### src/hw/rtl/fgd_pkg.sv
// Shared types and constants for the frame rate reduce-motion guard.
package fgd_pkg;

   localparam int FPS_W       = 16;
   localparam int THR_W       = 14;
   localparam int CFG_W       = 10;
   localparam int REDUCE_W    = 36;
   localparam int CSR_INDEX_W = 2;

   // 16e9 ns, fps times 16
   localparam logic [33:0] NS_X16  = 34'd16000000000;
   localparam logic [33:0] TEN_E10 = 34'd10000000000;
   // intervals at or below this give a saturated fps
   localparam logic [17:0] FPS_SAT_D = 18'd244140;
   localparam logic [FPS_W-1:0] FPS_MAX = 16'hFFFF;

   localparam logic [REDUCE_W-1:0] REDUCE_AFTER_RESET = 36'd2000000000;
   localparam logic [REDUCE_W-1:0] RECOVERY_MIN       = 36'd200000000;
   localparam logic [REDUCE_W-1:0] RECOVERY_DEFAULT   = 36'd300000000;

   localparam logic [CFG_W-1:0] FPS_TARGET_RESET = 10'd60;
   localparam logic [CFG_W-1:0] TGT_HIGH         = 10'd120;
   localparam logic [CFG_W-1:0] TGT_MID          = 10'd90;
   localparam logic [CFG_W-1:0] TGT_LOW          = 10'd60;
   localparam logic [CFG_W-1:0] TGT_STEP         = 10'd10;

   localparam logic [THR_W-1:0] THR_HIGH  = 14'd1100;
   localparam logic [THR_W-1:0] THR_MID   = 14'd550;
   localparam logic [THR_W-1:0] THR_FLOOR = 14'd300;

   typedef enum logic [CSR_INDEX_W-1:0] {
      CSR_FPS_TARGET       = 2'd0,
      CSR_LOW_FPS_OVERRIDE = 2'd1,
      CSR_REDUCE_AFTER_NS  = 2'd2
   } csr_index_type;

   typedef struct packed {
      logic             busy;
      logic             done;
      logic             low;
      logic [FPS_W-1:0] fps;
   } ser_status_type;

   typedef struct packed {
      logic valid;
      logic low;
   } dwell_req_type;

   typedef struct packed {
      logic reduce;
      logic changed;
   } dwell_flags_type;

endpackage

### src/hw/rtl/fgd_serial.sv
// Bit-serial fps divider and threshold multiplier, one quotient bit per cycle.
module fgd_serial #(
   parameter int TIME_BITS = 48
) (
   input  logic                          clock,
   input  logic                          reset,
   input  logic                          start,
   input  logic [TIME_BITS-1:0]          d,
   input  logic [fgd_pkg::THR_W-1:0]     thr10,
   output fgd_pkg::ser_status_type       status
);

   localparam int STEPS = fgd_pkg::FPS_W;
   localparam int CNT_W = $clog2(STEPS);
   localparam int ACC_W = TIME_BITS + STEPS;

   logic                 busy_ff;
   logic                 fin_ff;
   logic [CNT_W-1:0]     cnt_ff;
   logic [TIME_BITS-1:0] div_ff;
   logic [TIME_BITS-1:0] rem_ff;
   logic [STEPS-1:0]     num_ff;
   logic [STEPS-1:0]     quo_ff;
   logic [STEPS-1:0]     thr_ff;
   logic [ACC_W-1:0]     acc_ff;

   logic [TIME_BITS:0]   trial;
   logic                 ge;
   logic [TIME_BITS:0]   rem_in;
   logic [ACC_W-1:0]     acc_in;

   always_comb begin
      trial  = {rem_ff, num_ff[STEPS-1]};
      ge     = trial >= {1'b0, div_ff};
      rem_in = ge ? (trial - {1'b0, div_ff}) : trial;
      acc_in = {acc_ff[ACC_W-2:0], 1'b0}
               + (thr_ff[STEPS-1] ? ACC_W'(div_ff) : '0);
   end

   always_ff @(posedge clock) begin
      if (reset) begin
         busy_ff <= 1'b0;
         fin_ff  <= 1'b0;
         cnt_ff  <= '0;
      end else begin
         fin_ff <= 1'b0;
         if (start) begin
            busy_ff <= 1'b1;
            cnt_ff  <= '0;
         end else if (busy_ff) begin
            cnt_ff <= cnt_ff + 1'b1;
            if (cnt_ff == CNT_W'(STEPS - 1)) begin
               busy_ff <= 1'b0;
               fin_ff  <= 1'b1;
            end
         end
      end
   end

   always_ff @(posedge clock) begin
      if (start) begin
         div_ff <= d;
         rem_ff <= TIME_BITS'(fgd_pkg::NS_X16[33:16]);
         num_ff <= fgd_pkg::NS_X16[15:0];
         quo_ff <= '0;
         thr_ff <= STEPS'(thr10);
         acc_ff <= '0;
      end else if (busy_ff) begin
         rem_ff <= rem_in[TIME_BITS-1:0];
         num_ff <= {num_ff[STEPS-2:0], 1'b0};
         quo_ff <= {quo_ff[STEPS-2:0], ge};
         thr_ff <= {thr_ff[STEPS-2:0], 1'b0};
         acc_ff <= acc_in;
      end
   end

   always_comb begin
      status.busy = busy_ff;
      status.done = fin_ff;
      status.low  = acc_ff > ACC_W'(fgd_pkg::TEN_E10);
      status.fps  = (div_ff <= TIME_BITS'(fgd_pkg::FPS_SAT_D)) ? fgd_pkg::FPS_MAX : quo_ff;
   end

endmodule

### src/hw/rtl/fgd_dwell.sv
// Low and high dwell accumulators and the reduce-motion flag.
module fgd_dwell #(
   parameter int TIME_BITS  = 48,
   parameter int DWELL_BITS = 40
) (
   input  logic                          clock,
   input  logic                          reset,
   input  logic                          clear,
   input  fgd_pkg::dwell_req_type        req,
   input  logic [TIME_BITS-1:0]          d,
   input  logic [fgd_pkg::REDUCE_W-1:0]  reduce_after,
   output fgd_pkg::dwell_flags_type      flags
);

   localparam int SW = ((TIME_BITS > DWELL_BITS) ? TIME_BITS : DWELL_BITS) + 1;
   localparam int CW = (DWELL_BITS > fgd_pkg::REDUCE_W) ? DWELL_BITS : fgd_pkg::REDUCE_W;
   localparam logic [DWELL_BITS-1:0] DWELL_MAX = '1;

   logic [DWELL_BITS-1:0]        low_dwell_ff;
   logic [DWELL_BITS-1:0]        high_dwell_ff;
   logic                         reduce_ff;
   logic                         changed_ff;

   logic [SW-1:0]                sum;
   logic [DWELL_BITS-1:0]        dwell_in;
   logic [fgd_pkg::REDUCE_W:0]   half_sum;
   logic [fgd_pkg::REDUCE_W-1:0] recovery;
   logic                         set_hit;
   logic                         clr_hit;
   logic                         reduce_in;

   always_comb begin
      sum      = SW'(req.low ? low_dwell_ff : high_dwell_ff) + SW'(d);
      dwell_in = (sum >= SW'(DWELL_MAX)) ? DWELL_MAX : sum[DWELL_BITS-1:0];
      half_sum = ({1'b0, reduce_after} + 1'b1) >> 1;
      if (reduce_after == '0) begin
         recovery = fgd_pkg::RECOVERY_DEFAULT;
      end else if (half_sum[fgd_pkg::REDUCE_W-1:0] < fgd_pkg::RECOVERY_MIN) begin
         recovery = fgd_pkg::RECOVERY_MIN;
      end else begin
         recovery = half_sum[fgd_pkg::REDUCE_W-1:0];
      end
      set_hit   = (reduce_after == '0) || (CW'(dwell_in) >= CW'(reduce_after));
      clr_hit   = CW'(dwell_in) >= CW'(recovery);
      reduce_in = req.low ? (reduce_ff | set_hit) : (reduce_ff & ~clr_hit);
   end

   always_ff @(posedge clock) begin
      if (reset || clear) begin
         low_dwell_ff  <= '0;
         high_dwell_ff <= '0;
         reduce_ff     <= 1'b0;
         changed_ff    <= 1'b0;
      end else if (req.valid) begin
         low_dwell_ff  <= req.low ? dwell_in : '0;
         high_dwell_ff <= req.low ? '0 : dwell_in;
         reduce_ff     <= reduce_in;
         changed_ff    <= reduce_in ^ reduce_ff;
      end
   end

   assign flags.reduce  = reduce_ff;
   assign flags.changed = changed_ff;

   a_rise_on_low : assert property (@(posedge clock) disable iff (reset)
      $rose(reduce_ff) |-> $past(req.valid && req.low && !clear))
      else $error("reduce set without a low frame");

   a_fall_on_high : assert property (@(posedge clock) disable iff (reset)
      $fell(reduce_ff) |-> $past(clear || (req.valid && !req.low)))
      else $error("reduce cleared without a high frame or clear");

endmodule

### src/hw/rtl/frame_rate_reduce_motion_guard_unit.sv
// Top level: frame-rate guard with timestamp tracking, config registers and result register.
// An accepted beat with a nonzero interval runs the 16-step serial divider/multiplier in
// S_RUN, then waits in S_OUT until the result register loads; req_ready is low meanwhile.
// Beats that only record the time (first after reset or config, zero interval) stay idle.
// Reset: config returns to 60 fps target, no override, 2 s dwell; tracking state clears.
// No clearing pass after reset; writes to the three config registers also clear tracking.
module frame_rate_reduce_motion_guard_unit #(
   parameter int TIME_BITS  = 48,
   parameter int DWELL_BITS = 40
) (
   input  logic                               clock,
   input  logic                               reset,
   input  logic                               req_valid,
   output logic                               req_ready,
   input  logic [TIME_BITS-1:0]               req_timestamp_ns,
   output logic                               rsp_valid,
   input  logic                               rsp_ready,
   output logic [fgd_pkg::FPS_W-1:0]          rsp_fps_x16,
   output logic                               rsp_low_frame,
   output logic                               rsp_reduce_motion,
   output logic                               rsp_changed,
   input  logic                               csr_valid,
   output logic                               csr_ready,
   input  logic [fgd_pkg::CSR_INDEX_W-1:0]    csr_index,
   input  logic [fgd_pkg::REDUCE_W-1:0]       csr_wdata
);

   typedef enum logic [1:0] {
      S_IDLE,
      S_RUN,
      S_OUT
   } state_type;

   state_type                       state_ff;
   logic [fgd_pkg::CFG_W-1:0]       fps_target_ff;
   logic [fgd_pkg::CFG_W-1:0]       override_ff;
   logic [fgd_pkg::REDUCE_W-1:0]    reduce_after_ff;
   logic [TIME_BITS-1:0]            last_time_ff;
   logic                            time_valid_ff;
   logic [TIME_BITS-1:0]            d_ff;
   logic                            rsp_valid_ff;
   logic [fgd_pkg::FPS_W-1:0]       rsp_fps_ff;
   logic                            rsp_low_ff;
   logic                            rsp_reduce_ff;
   logic                            rsp_changed_ff;

   fgd_pkg::csr_index_type          csr_sel;
   logic                            csr_we;
   logic                            cfg_clear;
   logic                            accept;
   logic [TIME_BITS-1:0]            d_in;
   logic                            start;
   logic                            load;
   logic [fgd_pkg::THR_W-1:0]       ovr_w;
   logic [fgd_pkg::THR_W-1:0]       tgt_w;
   logic [fgd_pkg::THR_W-1:0]       tgt_m10;
   logic [fgd_pkg::THR_W-1:0]       tgt_x9;
   logic [fgd_pkg::THR_W-1:0]       thr10;
   fgd_pkg::ser_status_type         ser;
   fgd_pkg::dwell_req_type          dwell_req;
   fgd_pkg::dwell_flags_type        flags;

   // config write wins over a frame beat in the same cycle
   assign req_ready = (state_ff == S_IDLE) && !csr_valid;
   assign csr_ready = (state_ff == S_IDLE);
   assign csr_sel   = fgd_pkg::csr_index_type'(csr_index);
   assign csr_we    = csr_valid && csr_ready;
   assign cfg_clear = csr_we && ((csr_sel == fgd_pkg::CSR_FPS_TARGET)
                                 || (csr_sel == fgd_pkg::CSR_LOW_FPS_OVERRIDE)
                                 || (csr_sel == fgd_pkg::CSR_REDUCE_AFTER_NS));
   assign accept    = req_valid && req_ready;
   assign d_in      = req_timestamp_ns - last_time_ff;
   assign start     = accept && time_valid_ff && (d_in != '0);
   assign load      = (state_ff == S_OUT) && (!rsp_valid_ff || rsp_ready);

   assign dwell_req.valid = (state_ff == S_RUN) && ser.done;
   assign dwell_req.low   = ser.low;

   // threshold in tenths of fps
   always_comb begin
      ovr_w   = fgd_pkg::THR_W'(override_ff);
      tgt_w   = fgd_pkg::THR_W'(fps_target_ff);
      tgt_m10 = tgt_w - fgd_pkg::THR_W'(fgd_pkg::TGT_STEP);
      tgt_x9  = (tgt_w << 3) + tgt_w;
      if (override_ff != '0) begin
         thr10 = (ovr_w << 3) + (ovr_w << 1);
      end else if (fps_target_ff >= fgd_pkg::TGT_HIGH) begin
         thr10 = fgd_pkg::THR_HIGH;
      end else if (fps_target_ff >= fgd_pkg::TGT_MID) begin
         thr10 = (tgt_m10 << 3) + (tgt_m10 << 1);
      end else if (fps_target_ff >= fgd_pkg::TGT_LOW) begin
         thr10 = fgd_pkg::THR_MID;
      end else begin
         thr10 = (tgt_x9 < fgd_pkg::THR_FLOOR) ? fgd_pkg::THR_FLOOR : tgt_x9;
      end
   end

   always_ff @(posedge clock) begin
      if (reset) begin
         fps_target_ff   <= fgd_pkg::FPS_TARGET_RESET;
         override_ff     <= '0;
         reduce_after_ff <= fgd_pkg::REDUCE_AFTER_RESET;
      end else if (csr_we) begin
         case (csr_sel)
            fgd_pkg::CSR_FPS_TARGET: begin
               fps_target_ff <= csr_wdata[fgd_pkg::CFG_W-1:0];
            end
            fgd_pkg::CSR_LOW_FPS_OVERRIDE: begin
               override_ff <= csr_wdata[fgd_pkg::CFG_W-1:0];
            end
            fgd_pkg::CSR_REDUCE_AFTER_NS: begin
               reduce_after_ff <= csr_wdata;
            end
            default: begin
            end
         endcase
      end
   end

   always_ff @(posedge clock) begin
      if (reset || cfg_clear) begin
         time_valid_ff <= 1'b0;
         last_time_ff  <= '0;
      end else if (accept) begin
         time_valid_ff <= 1'b1;
         last_time_ff  <= req_timestamp_ns;
      end
   end

   always_ff @(posedge clock) begin
      if (start) begin
         d_ff <= d_in;
      end
   end

   always_ff @(posedge clock) begin
      if (reset) begin
         state_ff     <= S_IDLE;
         rsp_valid_ff <= 1'b0;
      end else begin
         case (state_ff)
            S_IDLE: begin
               if (start) begin
                  state_ff <= S_RUN;
               end
            end
            S_RUN: begin
               if (ser.done) begin
                  state_ff <= S_OUT;
               end
            end
            S_OUT: begin
               if (load) begin
                  state_ff <= S_IDLE;
               end
            end
            default: begin
               state_ff <= S_IDLE;
            end
         endcase
         if (load) begin
            rsp_valid_ff   <= 1'b1;
            rsp_fps_ff     <= ser.fps;
            rsp_low_ff     <= ser.low;
            rsp_reduce_ff  <= flags.reduce;
            rsp_changed_ff <= flags.changed;
         end else if (rsp_ready) begin
            rsp_valid_ff <= 1'b0;
         end
      end
   end

   assign rsp_valid         = rsp_valid_ff;
   assign rsp_fps_x16       = rsp_fps_ff;
   assign rsp_low_frame     = rsp_low_ff;
   assign rsp_reduce_motion = rsp_reduce_ff;
   assign rsp_changed       = rsp_changed_ff;

   fgd_serial #(
      .TIME_BITS (TIME_BITS)
   ) u_serial (
      .clock  (clock),
      .reset  (reset),
      .start  (start),
      .d      (d_in),
      .thr10  (thr10),
      .status (ser)
   );

   fgd_dwell #(
      .TIME_BITS  (TIME_BITS),
      .DWELL_BITS (DWELL_BITS)
   ) u_dwell (
      .clock        (clock),
      .reset        (reset),
      .clear        (cfg_clear),
      .req          (dwell_req),
      .d            (d_ff),
      .reduce_after (reduce_after_ff),
      .flags        (flags)
   );

   a_run_tracks_serial : assert property (@(posedge clock) disable iff (reset)
      (state_ff == S_RUN) |-> (ser.busy || ser.done))
      else $error("run state without serial work");

   a_rsp_from_out : assert property (@(posedge clock) disable iff (reset)
      $rose(rsp_valid_ff) |-> $past(state_ff == S_OUT))
      else $error("result loaded outside output state");

endmodule

### config.mk
export PLATFORM = sky130hd
export DESIGN_NAME = frame_rate_reduce_motion_guard_unit
export DESIGN_NICKNAME = d
export VERILOG_FILES = /design/src/hw/rtl/fgd_pkg.sv /design/src/hw/rtl/fgd_serial.sv /design/src/hw/rtl/fgd_dwell.sv /design/src/hw/rtl/frame_rate_reduce_motion_guard_unit.sv
export SDC_FILE = /design/constraint.sdc
export NUM_CORES = 1
export LEC_CHECK = 0
export CAP_MARGIN = 30
export CORE_MARGIN = 8
export CORE_UTILIZATION = 40
export CTS_BUF_LIST = sky130_fd_sc_hd__clkbuf_8 sky130_fd_sc_hd__clkbuf_16
export DETAILED_ROUTE_END_ITERATION = 6
export DONT_BUFFER_PORTS = 1
export GPL_TIMING_DRIVEN = 0
export PLACE_DENSITY = 0.52
export SETUP_SLACK_MARGIN = 0.1
export SLEW_MARGIN = 20
export SYNTH_ARGS = -nofsm -noshare
export SYNTH_HDL_FRONTEND = slang
export SYNTH_SLANG_ARGS = --single-unit
### constraint.sdc
create_clock -name clock -period 17.5 [get_ports clock]
set_input_delay 0.875 -clock clock [delete_from_list [all_inputs] [get_ports clock]]
set_output_delay 0.875 -clock clock [all_outputs]
set_load 0.05 [all_outputs]
==> results of run 1 <==
area by class of cell:
type	instances	area [um^2]	share of cell area, %
Multi-Input combinational cell	3183	20900	60.3
Sequential cell	410	9020	25.9
Clock buffer	59	1410	4.05
Tap cell	1050	1310	3.78
Buffer	198	792	2.28
Inverter	208	781	2.25
Clock inverter	37	403	1.16
Timing Repair Buffer	10	92.6	0.266
Antenna cell	1	2.50	0.00720
critical path, delay by kind of cell, from the launching register on:
family | cells | cell delay (ps)
AOI/OAI and AO/OA | 18 | 4990
and+or+nand+nor | 9 | 2660
buffers and inverters | 5 | 1650
adders and majority gates | 3 | 930
DFF | 1 | 330
muxes | 1 | 310
worst min path at each step:
stage	endpoint	start	slack, ps	depth (start not counted)
floorplan	rsp_changed	u_dwell.changed_ff	410	0
detailed placement	rsp_changed	u_dwell.changed_ff	430	0
global route	last_time_ff[33]	req_timestamp_ns[33]	370	2
global placement	u_dwell.low_dwell_ff[9]	u_dwell.low_dwell_ff[9]	430	1
finish	last_time_ff[0]	req_timestamp_ns[0]	390	2
CTS	last_time_ff[0]	req_timestamp_ns[0]	350	2
sequential cells by signal, summed over array words and instances, names as in the netlist, 10 cells and up:
signal / flops
u_serial.quo_ff: 16
u_serial.rem_ff: 48
rsp_fps_x16: 16
last_time_ff: 48
u_serial.thr_ff: 16
reduce_after_ff: 36
u_serial.acc_ff: 64
u_dwell.low_dwell_ff: 40
u_dwell.high_dwell_ff: 40
u_serial.div_ff: 48
override_ff: 10
fps_target_ff: 10
logic make-up after synthesis:
logic type / after synthesis
flops: 410
mux: 135
fa+ha+maj: 291
buf+inv: 406
simple gates: 1426
xor+xnor: 228
compound gates: 1103
stage by stage:
| step | total power, mW | util [%] | setup WS, ps | cell area [um^2] | hold slack (ps) |
|---|---|---|---|---|---|
| global route | 4.22 | 44.3 | 5990 | 34800 | 367 |
| global placement | 2.79 | 41.8 | 5620 | 32800 | 432 |
| floorplan | 2.43 | - | 9320 | 31500 | 409 |
| finish | 3.96 | 44.3 | 6440 | 34800 | 389 |
| detailed placement | 2.79 | 42.0 | 6690 | 32900 | 432 |
| CTS | 3.96 | 44.3 | 6600 | 34700 | 350 |
Yosys cell counts (10+ instances only):
cell type / count / area share (%)
o31ai_1: 17 / 0.40
mux2_2: 42 / 1.5
o21ai_0: 168 / 2.7
a22oi_1: 62 / 1.5
o22ai_1: 11 / 0.22
nand2b_1: 58 / 1.2
and4_1: 13 / 0.36
xor2_1: 82 / 2.3
o211ai_1: 38 / 0.91
a21o_1: 116 / 2.8
mux2i_1: 83 / 2.6
clkbuf_1: 176 / 2.1
xnor2_1: 146 / 4.1
edfxtp_1: 81 / 7.7
or4_1: 15 / 0.36
or3_1: 23 / 0.46
o21bai_1: 29 / 0.69
and2_1: 63 / 1.3
a21oi_1: 380 / 6.0
a211oi_1: 55 / 1.3
a221oi_1: 10 / 0.28
inv_1: 205 / 2.4
a311oi_1: 10 / 0.28
buf_2: 13 / 0.21
and3_1: 32 / 0.64
nand4_1: 58 / 1.2
nor3_1: 71 / 1.1
a31oi_1: 43 / 0.85
nand3_1: 95 / 1.5
or2_2: 15 / 0.30
a211oi_2: 10 / 0.40
nand2_1: 472 / 5.6
nor4_1: 48 / 0.95
o21a_1: 34 / 0.81
dfxtp_1: 329 / 21
nor2_1: 392 / 4.7
nor2b_1: 40 / 0.79
ha_1: 284 / 11
metal layers:
layer	track usage, %	up-vias	wire length (um)
met2	36.8	825	46900
met1	34.4	14000	51800
met4	6.33	0	2750
li1	-	14500	-
met5	0	-	0
met3	3.88	128	7020
power by group:
group	internal, mW	leakage [nW]	switching, mW	total (mW)
Sequential	1.14	3.43	0.158	1.30
Clock	0.694	0.937	0.455	1.15
Combinational	0.618	9.54	0.897	1.51
Total	2.45	13.9	1.51	3.96
==> results.sh, run 1 <==
export IMPL_core_area_um2=78500
export IMPL_die_h_um=297
export IMPL_die_area_um2=88000
export IMPL_layout_drive_gt1_share_pct=5.12
export IMPL_vias_per_cell=5.72
export IMPL_synth_compound_area_share_pct=22.6
export IMPL_stdcell_count=5156
export IMPL_synth_area_um2=31500
export IMPL_yosys_warnings=0
export IMPL_end_kind="register"
export IMPL_cts_sinks=410
export IMPL_cap_violations=0
export IMPL_ys_seq_area_share_pct=28.6
export IMPL_grt_pass1_vias=27500
export IMPL_boundaryPins=113
export IMPL_syn_to_final_growth_pct=10.3
export IMPL_ir_drop_mv=0.0777
export IMPL_crit_path_max_incr_delay_ps=820
export IMPL_globalplace_congestion=0.923
export IMPL_fin_crit_ps=11060
export IMPL_reg2reg_from="u_serial.acc_ff[20]"
export IMPL_crit_fanout=10
export IMPL_htree_levels=2
export IMPL_post_cts_buffers=0
export IMPL_syn_avg_cell_area_um2=7.88
export IMPL_final_common_cell="nand2_1"
export IMPL_fmax_mhz=90.4
export IMPL_setup_viol=0
export IMPL_synthArstFlopShare_pct=0
export IMPL_drtAntennaViolNets=0
export IMPL_clockRootBuffer="clkbuf_16"
export IMPL_grt_use_total_pct=23.9
export IMPL_synth_area_mux_share_pct=4.59
export IMPL_cts_path_max_buffers=3
export IMPL_clk_pin_slew_ps=70
export IMPL_startpoint_type="register"
export IMPL_fillers=8092
export IMPL_hpwl_mm=83.2
export IMPL_cts_resized_gates=0
export IMPL_crit_required_ps=17950
export IMPL_reg2regPathDepth=36
export IMPL_synth_top_family_by_area="compound AO/OA/AOI/OAI gates"
export IMPL_grt_max_degree=58
export IMPL_numCtsBuffers=51
export IMPL_synthSimpleGateAreaFrac_pct=21.2
export IMPL_path_class="register to register"
export IMPL_worstSetupStartpoint="u_serial.acc_ff[20]"
export IMPL_leakagePower_nw=13.9
export IMPL_wl_per_cell_um=21.0
export IMPL_first_pass_iters=5
export IMPL_synth_enable_flop_cells=81
export IMPL_antenna_found_initial=6
export IMPL_synthAdderAreaFrac_pct=11.7
export IMPL_dp_cells=5056
export IMPL_fp_dieW_um=297
export IMPL_synth_xor_area_share_pct=6.34
export IMPL_io_buffers=0
export IMPL_tritoncts="built"
export IMPL_tightestPinTransition_ps=940
export IMPL_regToRegSetupSlack_ps=6440
export IMPL_syn_inst=3999
export IMPL_hp_class="input port to register"
export IMPL_power_density_nw_per_um2=114
export IMPL_crit_path_end="u_dwell.changed_ff"
export IMPL_vias=29500
export IMPL_grt_pass1_wl_mm=165
export IMPL_final_net_count=4444
export IMPL_cp_slowest_cell="nor4_1"
export IMPL_reg2reg_to="u_dwell.changed_ff"
export IMPL_grt_overflow=0
export IMPL_final_cell_mix="472 x nand2_1, 392 x nor2_1, 380 x a21oi_1"
export IMPL_start_util_pct=40.2
export IMPL_slew_headroom_pct=37.1
export IMPL_ys_seq_elements=410
export IMPL_synthDistinctLibCells=88
export IMPL_setup_tns_ps=0
export IMPL_synth_top_flop_cell="dfxtp_1"
export IMPL_num_rows=103
export IMPL_outcome="finished, final reports clean"
export IMPL_drc=0
export IMPL_period_share_pct=63.2
export IMPL_rsz0062_at_grt="no"
export IMPL_drv_slew=0
export IMPL_finalHoldViolCount=0
export IMPL_drtIter0Drc=2435
export IMPL_hold_buffers=0
export IMPL_clk_latency_ps=620
export IMPL_cp_arrival_ps=11500
export IMPL_fin_worst_skew_ps=32.9
export IMPL_wirelength_mm=108
export IMPL_synth_nets=4381
No activity file was read; power rests on OpenSTA's default activity.
==> run 2, diff against run 1 <==
clock period = 11.3 ns   (was 17.5 ns; I/O delays follow)
==> results.sh, run 2 (synthesis gave the netlist of run 1 again) <==
export IMPL_outcome="finished, final reports clean"
export IMPL_power_density_nw_per_um2=176
export IMPL_cp_arrival_ps=11160
export IMPL_num_rows=103
export IMPL_largest_register_ffs=64
export IMPL_holdCritStartpoint="req_timestamp_ns[0]"
export IMPL_timing_final_ws_setup_ps=590
export IMPL_vias_per_cell=5.73
export IMPL_clockRootBuffer="clkbuf_16"
export IMPL_fin_crit_ps=10710
export IMPL_crit_required_ps=11750
export IMPL_first_pass_iters=5
export IMPL_antenna_found_initial=6
export IMPL_fin_worst_skew_ps=39.1
export IMPL_worstSetupStartpoint="u_serial.acc_ff[20]"
export IMPL_die_h_um=297
export IMPL_setup_tns_ps=0
export IMPL_clk_latency_ps=620
export IMPL_whs_endpoint="last_time_ff[0]"
export IMPL_fp_dieW_um=297
export IMPL_fmax_mhz=93.4
export IMPL_numCtsBuffers=51
export IMPL_place_ws_ps=485
export IMPL_reg2reg_to="u_dwell.changed_ff"
export IMPL_setup_viol=0
export IMPL_drtAntennaViolNets=0
export IMPL_cap_violations=0
export IMPL_path_class="register to register"
export IMPL_regToRegSetupSlack_ps=590
export IMPL_tightestPinTransition_ps=976
export IMPL_wl_met3_mm=6.89
export IMPL_cts_path_max_buffers=3
export IMPL_ir_drop_mv=0.120
export IMPL_wl_per_cell_um=21.0
export IMPL_final_common_cell="nand2_1"
export IMPL_globalplace_congestion=0.923
export IMPL_cp_slowest_cell="a21boi_1"
export IMPL_wl_met1_mm=51.9
export IMPL_regMostFlops="u_serial.acc_ff"
export IMPL_wl_met2_mm=46.7
export IMPL_final_util_pct=44.3
export IMPL_hpwl_mm=83.2
export IMPL_grt_max_degree=58
export IMPL_final_net_count=4444
export IMPL_rsz0062_at_grt="no"
export IMPL_drtIter0Drc=2403
export IMPL_grt_use_total_pct=23.9
export IMPL_finalHoldViolCount=0
export IMPL_start_util_pct=40.2
export IMPL_drc=0
export IMPL_syn_to_final_growth_pct=10.3
export IMPL_boundaryPins=113
export IMPL_top_layer="met4"
export IMPL_clk_pin_slew_ps=70
export IMPL_wirelength_mm=108
export IMPL_grt_overflow=0
export IMPL_core_area_um2=78500
export IMPL_layout_drive_gt1_share_pct=5.19
export IMPL_crit_fanout=10
export IMPL_io_buffers=0
export IMPL_leakagePower_nw=13.9
export IMPL_crit_path_max_incr_delay_ps=800
export IMPL_reg2regPathDepth=33
export IMPL_whs_path_depth=2
export IMPL_grt_pass1_wl_mm=165
export IMPL_grt_pass1_vias=27500
export IMPL_post_cts_buffers=0
export IMPL_final_cell_mix="472 x nand2_1, 392 x nor2_1, 380 x a21oi_1"
export IMPL_htree_levels=2
export IMPL_die_area_um2=88000
export IMPL_drv_slew=0
export IMPL_slew_headroom_pct=34.6
export IMPL_hp_class="input port to register"
export IMPL_antenna_cells=0
export IMPL_tritoncts="built"
export IMPL_end_kind="register"
export IMPL_hold_buffers=0
export IMPL_reg2reg_from="u_serial.acc_ff[20]"
export IMPL_startpoint_type="register"
export IMPL_period_share_pct=94.8
export IMPL_cts_sinks=410
export IMPL_vias=29500
==> run 2: cell types whose count changed in the layout (fill, tap and decap cells not counted), sizes merged <==
cell / change
diode: -1
==> run 2: layer usage <==
layer  global-route usage [%]  vias up
li1                         -    14500
met1                     34.4    14000
met2                     36.8      856
met3                     3.88      137
met4                     6.33        0
met5                        0        -
==> run 2: worst max path at each step <==
stage	endpoint
global route	u_dwell.changed_ff
global placement	u_dwell.changed_ff
CTS	u_dwell.changed_ff
floorplan	u_dwell.changed_ff
finish	u_dwell.changed_ff
detailed placement	u_dwell.changed_ff
==> run 2: repair_timing <==
item | 4_1_cts | 5_1_grt
hold endpoints to repair | 0 | 0
gates resized for setup | 0 | 4
endpoints found under the setup margin | 0 | 2
==> run 2: final cells by class <==
type,instances,area [um^2]
Fill cell,8091,43700
Multi-Input combinational cell,3183,21000
Sequential cell,410,9020
Clock buffer,59,1410
Tap cell,1050,1310
Buffer,198,793
Inverter,208,781
Clock inverter,37,403
Timing Repair Buffer,10,92.6
==> run 2: worst max-delay path: cells and delay by family, from the launching register on <==
family / cells / cell delay (ps)
DFF: 1 / 330
buffers and inverters: 4 / 1650
AOI/OAI and AO/OA: 15 / 4720
muxes: 2 / 790
adders and majority gates: 2 / 620
and+or+nand+nor: 10 / 2420
==> run 2: where the power goes <==
part           switching, mW  internal, mW  total (mW)  leakage, nW
clock                  0.707          1.07        1.78        0.937
combinational           1.39         0.957        2.35         9.55
sequential             0.244          1.76        2.01         3.43
==> run 2: through the flow <==
stage | std cells | power, mW | instance area (um^2) | hold WS, ps
5_1_grt | 5155 | 6.53 | 34800 | 57.2
6_report | 5155 | 6.13 | 34800 | 74.1
4_1_cts | 5152 | 6.13 | 34700 | 39.8
3_3_place_gp | 5049 | 4.33 | 32800 | 432
2_1_floorplan | 3999 | 3.76 | 31500 | 409
3_5_place_dp | 5056 | 4.33 | 32900 | 432
